$ cat src/rph_pkg.sv
// rph_pkg: shared types and constants of the rolling polynomial hash
package rph_pkg;

    localparam int DATA_W   = 32;
    localparam int PROD_W   = 64;
    localparam int SUB_W    = 34;
    localparam int ADD_W    = 33;
    localparam int STEP_W   = 7;
    localparam int LEN_CFG_W = 7;
    localparam int CFG_IDX_W = 2;

    // register indexes of the configuration port
    localparam logic [CFG_IDX_W-1:0] REG_MODULUS    = 2'd0;
    localparam logic [CFG_IDX_W-1:0] REG_MULTIPLIER = 2'd1;
    localparam logic [CFG_IDX_W-1:0] REG_WIN_LEN    = 2'd2;

    localparam logic [DATA_W-1:0]    MODULUS_RST    = 32'd1000000007;
    localparam logic [DATA_W-1:0]    MULTIPLIER_RST = 32'd3980;
    localparam logic [LEN_CFG_W-1:0] WIN_LEN_RST    = 7'd16;

    // datapath load operations
    localparam logic [2:0] OP_NONE      = 3'd0;
    localparam logic [2:0] OP_POW_MULT  = 3'd1;
    localparam logic [2:0] OP_HASH_MULT = 3'd2;
    localparam logic [2:0] OP_POW_OLD   = 3'd3;
    localparam logic [2:0] OP_SUB       = 3'd4;
    localparam logic [2:0] OP_ADD       = 3'd5;

    typedef struct packed {
        logic       take;
        logic [2:0] load_op;
        logic       commit_power;
        logic       commit_hash;
        logic       finish;
    } rph_cmd_t;

    typedef struct packed {
        logic busy;
        logic filling;
        logic fill_zero;
    } rph_sts_t;

endpackage

$ cat src/rph_ifs.sv
// rph_ifs: handshake channels of the rolling polynomial hash
interface rph_byte_if;
    logic       valid;
    logic       ready;
    logic [7:0] data_byte;
    logic       restart;

    modport source (output valid, data_byte, restart, input ready);
    modport sink (input valid, data_byte, restart, output ready);
endinterface

interface rph_hash_if;
    logic        valid;
    logic        ready;
    logic [31:0] fingerprint;
    logic        window_full;

    modport source (output valid, fingerprint, window_full, input ready);
    modport sink (input valid, fingerprint, window_full, output ready);
endinterface

interface rph_cfg_if;
    logic                           valid;
    logic                           ready;
    logic [rph_pkg::CFG_IDX_W-1:0]  index;
    logic [31:0]                    data;

    modport source (output valid, index, data, input ready);
    modport sink (input valid, index, data, output ready);
endinterface

$ cat src/rph_datapath.sv
// rph_datapath: window memory, hash state, multiplier and bit-serial modular reducer
module rph_datapath #(
    parameter int MAX_WINDOW = 64
) (
    input  logic              clk,
    input  logic              rst_n,
    input  rph_pkg::rph_cmd_t cmd,
    output rph_pkg::rph_sts_t sts,
    input  logic [7:0]        data_byte,
    input  logic              restart,
    input  logic [31:0]       modulus,
    input  logic [31:0]       multiplier,
    input  logic [6:0]        window_length,
    output logic [31:0]       fingerprint,
    output logic              window_full
);
    import rph_pkg::*;

    localparam int CNT_W = $clog2(MAX_WINDOW + 1);
    localparam int PTR_W = (MAX_WINDOW > 1) ? $clog2(MAX_WINDOW) : 1;
    localparam int LEN_W = (CNT_W > LEN_CFG_W) ? CNT_W : LEN_CFG_W;

    logic [7:0]        win_mem [MAX_WINDOW];
    logic [PTR_W-1:0]  pos_reg;
    logic [CNT_W-1:0]  fill_reg;
    logic [DATA_W-1:0] hash_reg;
    logic [DATA_W-1:0] power_reg;
    logic [7:0]        byte_reg;
    logic [7:0]        old_reg;
    logic [PROD_W-1:0] shift_reg;
    logic [DATA_W-1:0] rem_reg;
    logic [STEP_W-1:0] cnt_reg;
    logic [DATA_W-1:0] fp_reg;
    logic              full_reg;

    logic [LEN_W-1:0]  k_len;
    logic [LEN_W-1:0]  pos_inc;
    logic [PTR_W-1:0]  pos_eff;
    logic [PTR_W-1:0]  pos_next;
    logic              filling;
    logic [CNT_W-1:0]  fill_new;
    logic              full_new;
    logic [DATA_W-1:0] mul_a;
    logic [DATA_W-1:0] mul_b;
    logic [PROD_W-1:0] product;
    logic [DATA_W:0]   span;
    logic [SUB_W-1:0]  sub_val;
    logic [ADD_W-1:0]  add_val;
    logic [DATA_W:0]   rem_shift;
    logic [DATA_W:0]   rem_diff;
    logic              rem_ge;

    // effective window length: zero acts as one, clamp at the memory depth
    always_comb
    begin
        if (window_length == '0)
            k_len = LEN_W'(1);
        else if (LEN_W'(window_length) > LEN_W'(MAX_WINDOW))
            k_len = LEN_W'(MAX_WINDOW);
        else
            k_len = LEN_W'(window_length);
    end

    assign pos_eff  = (LEN_W'(pos_reg) >= k_len) ? '0 : pos_reg;
    assign pos_inc  = LEN_W'(pos_eff) + LEN_W'(1);
    assign pos_next = (pos_inc >= k_len) ? '0 : pos_inc[PTR_W-1:0];
    assign filling  = LEN_W'(fill_reg) < k_len;
    assign fill_new = filling ? fill_reg + CNT_W'(1) : fill_reg;
    assign full_new = LEN_W'(fill_new) >= k_len;

    always_comb
    begin
        mul_a = power_reg;
        mul_b = multiplier;
        unique case (cmd.load_op)
            OP_HASH_MULT: mul_a = hash_reg;
            OP_POW_OLD:   mul_b = {24'b0, old_reg};
            default:      ;
        endcase
    end

    assign product = {32'b0, mul_a} * {32'b0, mul_b};

    // modulus zero means plain 2^32 wrap
    assign span    = (modulus == '0) ? {1'b1, 32'b0} : {1'b0, modulus};
    assign sub_val = {2'b0, hash_reg} + {1'b0, span} - {2'b0, rem_reg};
    assign add_val = {1'b0, hash_reg} + {25'b0, byte_reg};

    // one restoring step per cycle, msb of the shift register first
    assign rem_shift = {rem_reg, shift_reg[PROD_W-1]};
    assign rem_ge    = rem_shift >= {1'b0, modulus};
    assign rem_diff  = rem_shift - {1'b0, modulus};

    always_ff @(posedge clk or negedge rst_n)
    begin
        if (!rst_n)
        begin
            cnt_reg <= '0;
        end
        else
        begin
            unique case (cmd.load_op)
                OP_POW_MULT, OP_HASH_MULT, OP_POW_OLD:
                    cnt_reg <= STEP_W'(PROD_W);
                OP_SUB:
                    cnt_reg <= STEP_W'(SUB_W);
                OP_ADD:
                    cnt_reg <= STEP_W'(ADD_W);
                default:
                    if (cnt_reg != '0)
                        cnt_reg <= cnt_reg - STEP_W'(1);
            endcase
        end
    end

    always_ff @(posedge clk)
    begin
        unique case (cmd.load_op)
            OP_POW_MULT, OP_HASH_MULT, OP_POW_OLD:
            begin
                shift_reg <= product;
                rem_reg   <= '0;
            end
            OP_SUB:
            begin
                shift_reg <= {sub_val, {(PROD_W - SUB_W){1'b0}}};
                rem_reg   <= '0;
            end
            OP_ADD:
            begin
                shift_reg <= {add_val, {(PROD_W - ADD_W){1'b0}}};
                rem_reg   <= '0;
            end
            default:
                if (cnt_reg != '0)
                begin
                    shift_reg <= {shift_reg[PROD_W-2:0], 1'b0};
                    rem_reg   <= rem_ge ? rem_diff[DATA_W-1:0] : rem_shift[DATA_W-1:0];
                end
        endcase
    end

    always_ff @(posedge clk or negedge rst_n)
    begin
        if (!rst_n)
        begin
            pos_reg   <= '0;
            fill_reg  <= '0;
            hash_reg  <= '0;
            power_reg <= DATA_W'(1);
        end
        else
        begin
            if (cmd.take && restart)
            begin
                pos_reg   <= '0;
                fill_reg  <= '0;
                hash_reg  <= '0;
                power_reg <= DATA_W'(1);
            end
            if (cmd.commit_power)
                power_reg <= rem_reg;
            if (cmd.commit_hash)
                hash_reg <= rem_reg;
            if (cmd.finish)
            begin
                pos_reg  <= pos_next;
                fill_reg <= fill_new;
            end
        end
    end

    always_ff @(posedge clk)
    begin
        if (cmd.take)
            byte_reg <= data_byte;
        if (cmd.finish)
        begin
            fp_reg   <= hash_reg;
            full_reg <= full_new;
        end
    end

    always_ff @(posedge clk)
    begin
        if (cmd.finish)
            win_mem[pos_eff] <= byte_reg;
        old_reg <= win_mem[pos_eff];
    end

    assign sts.busy      = cnt_reg != '0;
    assign sts.filling   = filling;
    assign sts.fill_zero = fill_reg == '0;

    assign fingerprint = fp_reg;
    assign window_full = full_reg;

endmodule

$ cat src/rph_ctrl.sv
// rph_ctrl: sequencer that steps the datapath through one word's arithmetic
module rph_ctrl (
    input  logic              clk,
    input  logic              rst_n,
    input  logic              in_valid,
    output logic              in_ready,
    output logic              out_valid,
    input  logic              out_ready,
    output rph_pkg::rph_cmd_t cmd,
    input  rph_pkg::rph_sts_t sts
);
    import rph_pkg::*;

    localparam logic [3:0] S_IDLE     = 4'd0;
    localparam logic [3:0] S_START    = 4'd1;
    localparam logic [3:0] S_POW_LD   = 4'd2;
    localparam logic [3:0] S_POW_RED  = 4'd3;
    localparam logic [3:0] S_OLD_LD   = 4'd4;
    localparam logic [3:0] S_OLD_RED  = 4'd5;
    localparam logic [3:0] S_SUB_LD   = 4'd6;
    localparam logic [3:0] S_SUB_RED  = 4'd7;
    localparam logic [3:0] S_HASH_LD  = 4'd8;
    localparam logic [3:0] S_HASH_RED = 4'd9;
    localparam logic [3:0] S_ADD_LD   = 4'd10;
    localparam logic [3:0] S_ADD_RED  = 4'd11;
    localparam logic [3:0] S_DONE     = 4'd12;

    logic [3:0] state_reg;
    logic [3:0] state_next;
    logic       out_valid_reg;
    logic       out_valid_next;

    always_comb
    begin
        cmd        = '0;
        state_next = state_reg;
        unique case (state_reg)
            S_IDLE:
                if (in_valid)
                begin
                    cmd.take   = 1'b1;
                    state_next = S_START;
                end
            S_START:
                if (!sts.filling)
                    state_next = S_OLD_LD;
                else if (sts.fill_zero)
                    state_next = S_HASH_LD;
                else
                    state_next = S_POW_LD;
            S_POW_LD:
            begin
                cmd.load_op = OP_POW_MULT;
                state_next  = S_POW_RED;
            end
            S_POW_RED:
                if (!sts.busy)
                begin
                    cmd.commit_power = 1'b1;
                    state_next       = S_HASH_LD;
                end
            S_OLD_LD:
            begin
                cmd.load_op = OP_POW_OLD;
                state_next  = S_OLD_RED;
            end
            S_OLD_RED:
                if (!sts.busy)
                    state_next = S_SUB_LD;
            S_SUB_LD:
            begin
                cmd.load_op = OP_SUB;
                state_next  = S_SUB_RED;
            end
            S_SUB_RED:
                if (!sts.busy)
                begin
                    cmd.commit_hash = 1'b1;
                    state_next      = S_HASH_LD;
                end
            S_HASH_LD:
            begin
                cmd.load_op = OP_HASH_MULT;
                state_next  = S_HASH_RED;
            end
            S_HASH_RED:
                if (!sts.busy)
                begin
                    cmd.commit_hash = 1'b1;
                    state_next      = S_ADD_LD;
                end
            S_ADD_LD:
            begin
                cmd.load_op = OP_ADD;
                state_next  = S_ADD_RED;
            end
            S_ADD_RED:
                if (!sts.busy)
                begin
                    cmd.commit_hash = 1'b1;
                    state_next      = S_DONE;
                end
            S_DONE:
                // wait for the output register to free up
                if (!out_valid_reg || out_ready)
                begin
                    cmd.finish = 1'b1;
                    state_next = S_IDLE;
                end
            default:
                state_next = S_IDLE;
        endcase
    end

    always_comb
    begin
        out_valid_next = out_valid_reg;
        if (cmd.finish)
            out_valid_next = 1'b1;
        else if (out_ready)
            out_valid_next = 1'b0;
    end

    always_ff @(posedge clk or negedge rst_n)
    begin
        if (!rst_n)
        begin
            state_reg     <= S_IDLE;
            out_valid_reg <= 1'b0;
        end
        else
        begin
            state_reg     <= state_next;
            out_valid_reg <= out_valid_next;
        end
    end

    assign in_ready  = state_reg == S_IDLE;
    assign out_valid = out_valid_reg;

endmodule

$ cat src/rolling_polynomial_hash.sv
// rolling_polynomial_hash: top level with configuration registers
// Rolling polynomial hash over the last window_length bytes of a byte stream; each
// accepted word yields one word holding the fingerprint and the window-full flag. Words
// are handled one at a time. Products use one shared 32x32 multiplier; every product
// or sum runs through a bit-serial reducer retiring one bit per cycle, from 64 bits for
// a product, 34 for the leaving-byte subtract and 33 for the new-byte add. A window's
// first byte takes a hash product and add, a fill byte first a power product, a byte of
// a full window first a power times leaving byte product and the subtract. The output
// word sits in a register, so a stalled output does not block the next input word.
// Configuration must be written by the user only while idle; the block does not check.
module rolling_polynomial_hash #(
    parameter int MAX_WINDOW = 64
) (
    input  logic         clk,
    input  logic         rst_n,
    rph_byte_if.sink     byte_in,
    rph_hash_if.source   hash_out,
    rph_cfg_if.sink      cfg
);
    import rph_pkg::*;

    logic [DATA_W-1:0]    modulus_reg;
    logic [DATA_W-1:0]    multiplier_reg;
    logic [LEN_CFG_W-1:0] win_len_reg;
    rph_cmd_t             cmd;
    rph_sts_t             sts;

    assign cfg.ready = 1'b1;

    always_ff @(posedge clk or negedge rst_n)
    begin
        if (!rst_n)
        begin
            modulus_reg    <= MODULUS_RST;
            multiplier_reg <= MULTIPLIER_RST;
            win_len_reg    <= WIN_LEN_RST;
        end
        else if (cfg.valid)
        begin
            unique case (cfg.index)
                REG_MODULUS:    modulus_reg    <= cfg.data;
                REG_MULTIPLIER: multiplier_reg <= cfg.data;
                REG_WIN_LEN:    win_len_reg    <= cfg.data[LEN_CFG_W-1:0];
                default:        ;
            endcase
        end
    end

    rph_ctrl u_ctrl (
        .clk       (clk),
        .rst_n     (rst_n),
        .in_valid  (byte_in.valid),
        .in_ready  (byte_in.ready),
        .out_valid (hash_out.valid),
        .out_ready (hash_out.ready),
        .cmd       (cmd),
        .sts       (sts)
    );

    rph_datapath #(
        .MAX_WINDOW (MAX_WINDOW)
    ) u_datapath (
        .clk           (clk),
        .rst_n         (rst_n),
        .cmd           (cmd),
        .sts           (sts),
        .data_byte     (byte_in.data_byte),
        .restart       (byte_in.restart),
        .modulus       (modulus_reg),
        .multiplier    (multiplier_reg),
        .window_length (win_len_reg),
        .fingerprint   (hash_out.fingerprint),
        .window_full   (hash_out.window_full)
    );

endmodule

$ cat src/flat_wrapper.sv
// flat-port wrapper written by rule: the top's interface ports become plain ports
module rolling_polynomial_hash_flat import rph_pkg::*;
#(
    parameter int MAX_WINDOW = 64
)
  (clk, rst_n, byte_in_valid, byte_in_data_byte, byte_in_restart, byte_in_ready, hash_out_valid, hash_out_fingerprint, hash_out_window_full, hash_out_ready, cfg_valid, cfg_index, cfg_data, cfg_ready);
  rph_byte_if byte_in_i ();
  rph_hash_if hash_out_i ();
  rph_cfg_if cfg_i ();
  input  logic clk;
  input  logic rst_n;
  input wire logic [$bits(byte_in_i.valid)-1:0] byte_in_valid;
  input wire logic [$bits(byte_in_i.data_byte)-1:0] byte_in_data_byte;
  input wire logic [$bits(byte_in_i.restart)-1:0] byte_in_restart;
  output wire logic [$bits(byte_in_i.ready)-1:0] byte_in_ready;
  output wire logic [$bits(hash_out_i.valid)-1:0] hash_out_valid;
  output wire logic [$bits(hash_out_i.fingerprint)-1:0] hash_out_fingerprint;
  output wire logic [$bits(hash_out_i.window_full)-1:0] hash_out_window_full;
  input wire logic [$bits(hash_out_i.ready)-1:0] hash_out_ready;
  input wire logic [$bits(cfg_i.valid)-1:0] cfg_valid;
  input wire logic [$bits(cfg_i.index)-1:0] cfg_index;
  input wire logic [$bits(cfg_i.data)-1:0] cfg_data;
  output wire logic [$bits(cfg_i.ready)-1:0] cfg_ready;
  assign byte_in_i.valid = byte_in_valid;
  assign byte_in_i.data_byte = byte_in_data_byte;
  assign byte_in_i.restart = byte_in_restart;
  assign byte_in_ready = byte_in_i.ready;
  assign hash_out_valid = hash_out_i.valid;
  assign hash_out_fingerprint = hash_out_i.fingerprint;
  assign hash_out_window_full = hash_out_i.window_full;
  assign hash_out_i.ready = hash_out_ready;
  assign cfg_i.valid = cfg_valid;
  assign cfg_i.index = cfg_index;
  assign cfg_i.data = cfg_data;
  assign cfg_ready = cfg_i.ready;
  rolling_polynomial_hash #(.MAX_WINDOW(MAX_WINDOW)) u_core (.clk(clk), .rst_n(rst_n), .byte_in(byte_in_i), .hash_out(hash_out_i), .cfg(cfg_i));
endmodule
$ cat config.mk
export PLATFORM = sky130hd
export DESIGN_NAME = rolling_polynomial_hash_flat
export DESIGN_NICKNAME = d
export VERILOG_FILES = /design/src/rph_pkg.sv /design/src/rph_ifs.sv /design/src/rph_datapath.sv /design/src/rph_ctrl.sv /design/src/rolling_polynomial_hash.sv /design/src/flat_wrapper.sv
export SDC_FILE = /design/constraint.sdc
export NUM_CORES = 2
export LEC_CHECK = 0
export BUFFER_PORTS_ARGS = -buffer_cell sky130_fd_sc_hd__buf_2
export CORE_MARGIN = 3
export CORE_UTILIZATION = 50
export DETAILED_ROUTE_END_ITERATION = 16
export GPL_ROUTABILITY_DRIVEN = 0
export PLACE_DENSITY_LB_ADDON = 0.25
export REMOVE_ABC_BUFFERS = 1
export SETUP_SLACK_MARGIN = 0.2
export SLEW_MARGIN = 20
export SYNTH_ARGS = -nofsm -noshare
export SYNTH_HDL_FRONTEND = slang
export SYNTH_SLANG_ARGS = --single-unit
$ cat constraint.sdc
create_clock -name clk -period 21.1 [get_ports clk]
set_input_delay 4.22 -clock clk [delete_from_list [all_inputs] [get_ports clk]]
set_output_delay 4.22 -clock clk [all_outputs]
set_load 0.005 [all_outputs]
# --- Yosys cells after proc, flatten, opt, wreduce, memory -nomap -nowiden ---
# Memories as Yosys holds them, arrays and structs flattened. A register that Yosys moved wholly into a read port is not among the register bits.
# Index checks and enable logic that the tools add are counted.
classes:
  addsub: 7
  multipliers: 1
  order_cmp: 6
  n_eq_ne: 25
  mux: 42
  n_reduce_logical: 22
op_table:
  columns: ["operator", "n"]
  rows:
  - ["two-way mux 32 bit", 7]
  - ["one-hot mux 64 bit (3 select lines)", 1]
  - ["multiplier 32 x 32 -> 64 bit", 1]
  - ["two-way mux 64 bit", 1]
  - ["one-hot mux 4 bit (12 select lines)", 1]
  - ["two-way mux 7 bit", 6]
  - ["adder 32 x 33 -> 34 bit", 1]
  - ["subtractor 34 x 32 -> 34 bit", 1]
  - ["adder 32 x 8 -> 33 bit", 1]
  - [">= comparator 33 x 32 -> 1 bit", 1]
  - ["two-way mux 33 bit", 1]
  - ["logical NOT 32 bit", 1]
  - ["two-way mux 4 bit", 8]
  - ["subtractor 32 bit", 1]
  - ["two-way mux 6 bit", 4]
  - ["one-hot mux 7 bit (3 select lines)", 1]
  - ["== test 4 bit, second input constant", 5]
  - ["== test 4 x 3 -> 1 bit, second input constant", 4]
  - ["one-hot mux 3 bit (5 select lines)", 1]
  - [">= comparator 7 bit", 2]
  - ["logical NOT 7 bit", 2]
  - ["inequality test 2 bit, second input constant", 6]
  - ["two-way mux 1 bit", 11]
  - ["== test 4 x 2 -> 1 bit, second input constant", 2]
  - ["25 further kinds", 33]
word_totals:
  regBits: 297
  mem_bits_rw: 512
  in_bits: 48
  output_inout_bits: 36
  wordCells: 119
  n_memories: 1
mem_list:
  columns: ["memory", "words", "word_bits", "rd", "rd_ports_with_merged_regs", "write_ports", "line_no", "rtl"]
  rows:
  - ["u_core.u_datapath.win_mem", 64, 8, 1, 1, 1, "rph_datapath.sv:23", "logic [7:0] win_mem [MAX_WINDOW];"]

# --- Logic depth before layout (Yosys ltp) ---
logic_depth:
  ltp_word: 9
  ltp_mapped: 35
  ltp_nobuf: 29

# --- Modules after synthesis ---
# Synthesis repeated with hierarchy kept, for this count alone.
hier_totals:
  cells_unflattened: 6688
  area_unflattened_um2: 70562.7
modules_own_cells:
  columns: ["module", "instances", "cells_each", "area_per_inst_um2", "seq_area_each_um2"]
  rows:
  - ["rph_datapath", 1, 6484, 67383.4, 21431.8]
  - ["rolling_polynomial_hash", 1, 153, 2718.9, 1806.7]
  - ["rph_ctrl", 1, 51, 460.4, 125.1]

# --- Least setup slack after synthesis ---
# OpenSTA, ideal clock, no wires.
synth_path:
  kind: "register to register"
  startpoint: "register u_core.u_ctrl.state_reg[0]"
  endpoint: "register u_core.u_datapath.shift_reg[58] (data pin)"
  setup_time_ns: 0.259
  arrival_time_ns: 8.542
  required_ns: 20.841
  setup_slack_ns: 12.299
  stages_incl_launch_ff: 33
  path_buffers: 5
  period_less_slack_ns: 8.801
  cell_sequence: "dfrtp_1 clkbuf_1 clkbuf_1 nor2_1 nand2_1 buf_1 mux2i_1 clkbuf_1 nor2_1 fa_1 fa_1 fa_1 inv_1 fa_1 inv_1 fa_1 inv_1 fa_1 inv_1 fa_1 fa_1 ha_1 clkbuf_1 nand4_1 nor2_1 o2111ai_1 nand2_1 nor3b_2 o41ai_2 a41o_1 a21oi_2 mux2i_1 a211o_1"
synth_via:
  elab_chain_len: 6
  word_cells_on_any_way: 16
  cone_classes: "1 x mul; 10 x eq/ne; 4 x mux; 1 x reduce/logical"
synth_lines:
  columns: ["element", "line_no", "rtl"]
  rows:
  - ["start: declaration", "rph_ctrl.sv:28", "logic [3:0] state_reg;"]
  - ["start signal: assignment", "rph_ctrl.sv:133", "state_reg <= state_next;"]
  - ["== test 4 bit (tied with other cells)", "rph_ctrl.sv:37", "unique case (state_reg)"]
  - ["one-hot mux 3 bit (5 select lines) (*)", "rph_ctrl.sv:37", null]
  - ["== test 3 x 2 -> 1 bit", "rph_datapath.sv:75, rph_datapath.sv:118", null]
  - ["two-way mux 32 bit", "rph_datapath.sv:75", "unique case (cmd.load_op)"]
  - ["multiplier 32 x 32 -> 64 bit", "rph_datapath.sv:82", "assign product = {32'b0, mul_a} * {32'b0, mul_b};"]
  - ["one-hot mux 64 bit (3 select lines) (*)", "rph_datapath.sv:118", "unique case (cmd.load_op)"]
  - ["end signal: assignment", "rph_datapath.sv:121", "shift_reg <= product;"]
  - ["end signal: assignment", "rph_datapath.sv:126", "shift_reg <= {sub_val, {(PROD_W - SUB_W){1'b0}}};"]
  - ["end signal: assignment", "rph_datapath.sv:131", "shift_reg <= {add_val, {(PROD_W - ADD_W){1'b0}}};"]
  - ["end: declaration", "rph_datapath.sv:30", "logic [PROD_W-1:0] shift_reg;"]
# Mark *: on every way between the ends. The rest lies on a longest branch, timed or not.
# A chain may end at the register's enable or synchronous reset.

# --- Final worst setup path ---
layout_path:
  startpoint: "register u_core.u_ctrl.state_reg[3]"
  endpoint: "register u_core.u_datapath.shift_reg[55] (data pin)"
# The elaborated chain is that of the path after synthesis.

==> results.ini <==
[clocking]
clk-insertion-delay-late_ns = 0.67
path_clk_slew_ns = 0.07
cts_resized = 0
cts_made_buffers = 80
cts_tree = done
htreeDepth = 3
post-cts-setup-buffers = 0
cts_root_buf = clkbuf_16
clock_sinks = 817
cts.hold.buffers_added = 0
cts_buffer_depth = 3

[global_route]
antenna_found_initial = 8
grt_usage = 0.3110
overflow = 0
first_global_vias = 54520
grt_pass1_wl_um = 341500
grt_max_degree = 90

[worst_setup_path]
worstSetupStartpointType = flop
path_class = reg2reg
cp_data_arrival_time_ns = 11.32
cp_max_fo = 46
cp.required_ns = 21.53
end_kind = flop

[synthesis]
yosys_warnings = 0
synth_top_area_frac = 0.2635
synth_common_cells = inv_1 (1060), fa_1 (930), nand2_1 (811)
synth.distinct_cells = 96
yosysSeqAreaShare = 0.3306
ys.flop_type = edfxtp_1
synth.ff_latch_count = 817
synth_most_common_cell = inv_1
syn_area_sq_um = 70670
synth.avg_cell_area_sq_um = 10.21
async_flop_share = 0.1958
synth_cells = 6919
yosys.area.top_type = fa_1
synth_edf_count = 617
synth_area_leaders = fa_1 (26%), edfxtp_1 (26%), ha_1 (6.5%)

[sta]
min_period_ns = 10.90
final_hold_viol_count = 0
fin_setup_tns_ns = 0
skew_ns = 0.02357
timing.fmax_mhz = 91.78
relSlewSlack = 0.2018
drv_slew = 0
worst_slew_pin_slew_ns = 1.191
setup_viol = 0
finalCritPeriodShare = 0.5164
rsz0062_at_grt = false

[routing]
drt_iter0_markers = 6183
wl_um = 225100
route.detailed.drc = 0
first_pass_iters = 8
drt-wirelength-per-cell_um = 25.65
drt.antenna.violating_nets = 0
vias = 53150
vias_per_cell = 6.057

[final_layout]
fin_nets = 8180
largest_reg_flops = 512
area_delta_synth_final_pct = 7.112
final_area_sq_um = 75700
drive_gt1_frac = 0.07759
fillers = 12330

[placement]
placed_cell_area_sq_um = 73170
port_buffers = 82
hpwl_um = 166500

[floorplan]
die_w_um = 382.0
core_sq_um = 139900
die_h_um = 382.0
ios = 84
design.die.area_sq_um = 145900
start_util = 0.5052
fp-row-count = 137

[hold_path]
worstHoldPathType = reg2reg

[status]
status = finished clean

[run]
maxCapViolCount = 0

layout by cell type (no fill, tap or decap), types with 47 or more instances in the layout:
cell	n
buf_4	128
nor3_1	66
a21oi_1	219
a21o_1	76
mux2_2	94
edfxtp_1	617
nand2_1	809
xor2_1	47
fa_1	930
inv_1	1059
ha_1	368
dfrtp_1	135
a222oi_1	62
xnor2_1	101
a22oi_1	59
o21ai_0	237
nand4_1	73
buf_2	81
nor2_1	798
a221oi_1	69
nand3_1	87
clkbuf_16	82
worst max-delay path: stages (launching register included):
cell,delay [ns]
dfrtp_1,0.67
nand2b_1,0.30
nor3_2,0.24
buf_4,0.39
buf_4,0.70
mux2_2,0.70
nand2_1,0.16
fa_1,0.53
fa_1,0.55
fa_1,0.53
fa_1,0.51
inv_1,0.06
fa_1,0.56
fa_1,0.45
fa_1,0.52
fa_1,0.42
ha_1,0.56
nand2_1,0.25
nor2_1,0.22
nand2_1,0.10
nor4b_1,0.36
nor3b_2,0.28
o21ai_1,0.19
a211oi_2,0.64
o211ai_1,0.18
mux2i_1,0.19
a221o_1,0.31
logic make-up (layout without fill, tap and decap cells):
group                    Yosys count  after routing  synth area share
AND/OR/NAND/NOR                 2033           2033            0.1212
buffers and inverters           1440           1416           0.07750
adder cells (fa/ha/maj)         1298           1298            0.3286
AO/OA/AOI/OAI                   1018           1018           0.09841
flip-flops                       817            817            0.3306
multiplexers                     164            164           0.02527
XOR/XNOR                         148            148           0.01834
other                              1              5        0.00005306
per-stage QoR:
| step | setup WS [ns] | hold WS [ns] | cells | utilization |
|---|---|---|---|---|
| final | 10.20 | 0.5081 | 8775 | 0.5412 |
| after global routing | 9.874 | 0.5302 | 8771 | 0.5411 |
| after floorplan | 6.298 | 0.4625 | 6542 | - |
| after detailed placement | 10.47 | 0.4943 | 8628 | 0.5231 |
| after CTS | 10.46 | 0.5080 | 8771 | 0.5410 |
| after global placement | 10.66 | 0.4889 | 8628 | 0.5231 |
routing by layer:
layer	track usage	part of all wire	up-vias
met4	0.1198	0.044	6
met5	0	0.00017	-
li1	-	-	22670
met2	0.4505	0.42	3153
met3	0.1004	0.14	528
met1	0.4360	0.40	26800
area by class of cell:
| class | instances | area, sq um | area share |
|---|---|---|---|
| diodes | 4 | 10.01 | 0.0001322 |
| clock buffers | 102 | 2147 | 0.02836 |
| clock inverters | 41 | 364.1 | 0.004810 |
| inverters | 1063 | 3990 | 0.05271 |
| multi-input cells | 4662 | 42100 | 0.5561 |
| flip-flops and latches | 817 | 23360 | 0.3087 |
| well taps | 1876 | 2347 | 0.03101 |
| repair buffers | 210 | 1378 | 0.01820 |
path summary, 6_finish.rpt:
check / from / end / cells past startpoint / slack, ns
max: u_core.u_ctrl.state_reg[3] / u_core.u_datapath.shift_reg[55] / 26 / 10.20
min: u_core.win_len_reg[0] / u_core.win_len_reg[0] / 1 / 0.51
max reg2reg: u_core.u_ctrl.state_reg[3] / u_core.u_datapath.shift_reg[55] / 26 / 10.20
min reg2reg: u_core.win_len_reg[0] / u_core.win_len_reg[0] / 1 / 0.51
max in group asynchronous: rst_n / u_core.u_datapath.fill_reg[6] / 2 / 16.31
min in group asynchronous: rst_n / u_core.multiplier_reg[28] / 1 / 3.51
Power is left out: the tool's default activity adds up to more than one toggle a clock period on the data nets, which glitch-free logic cannot reach.
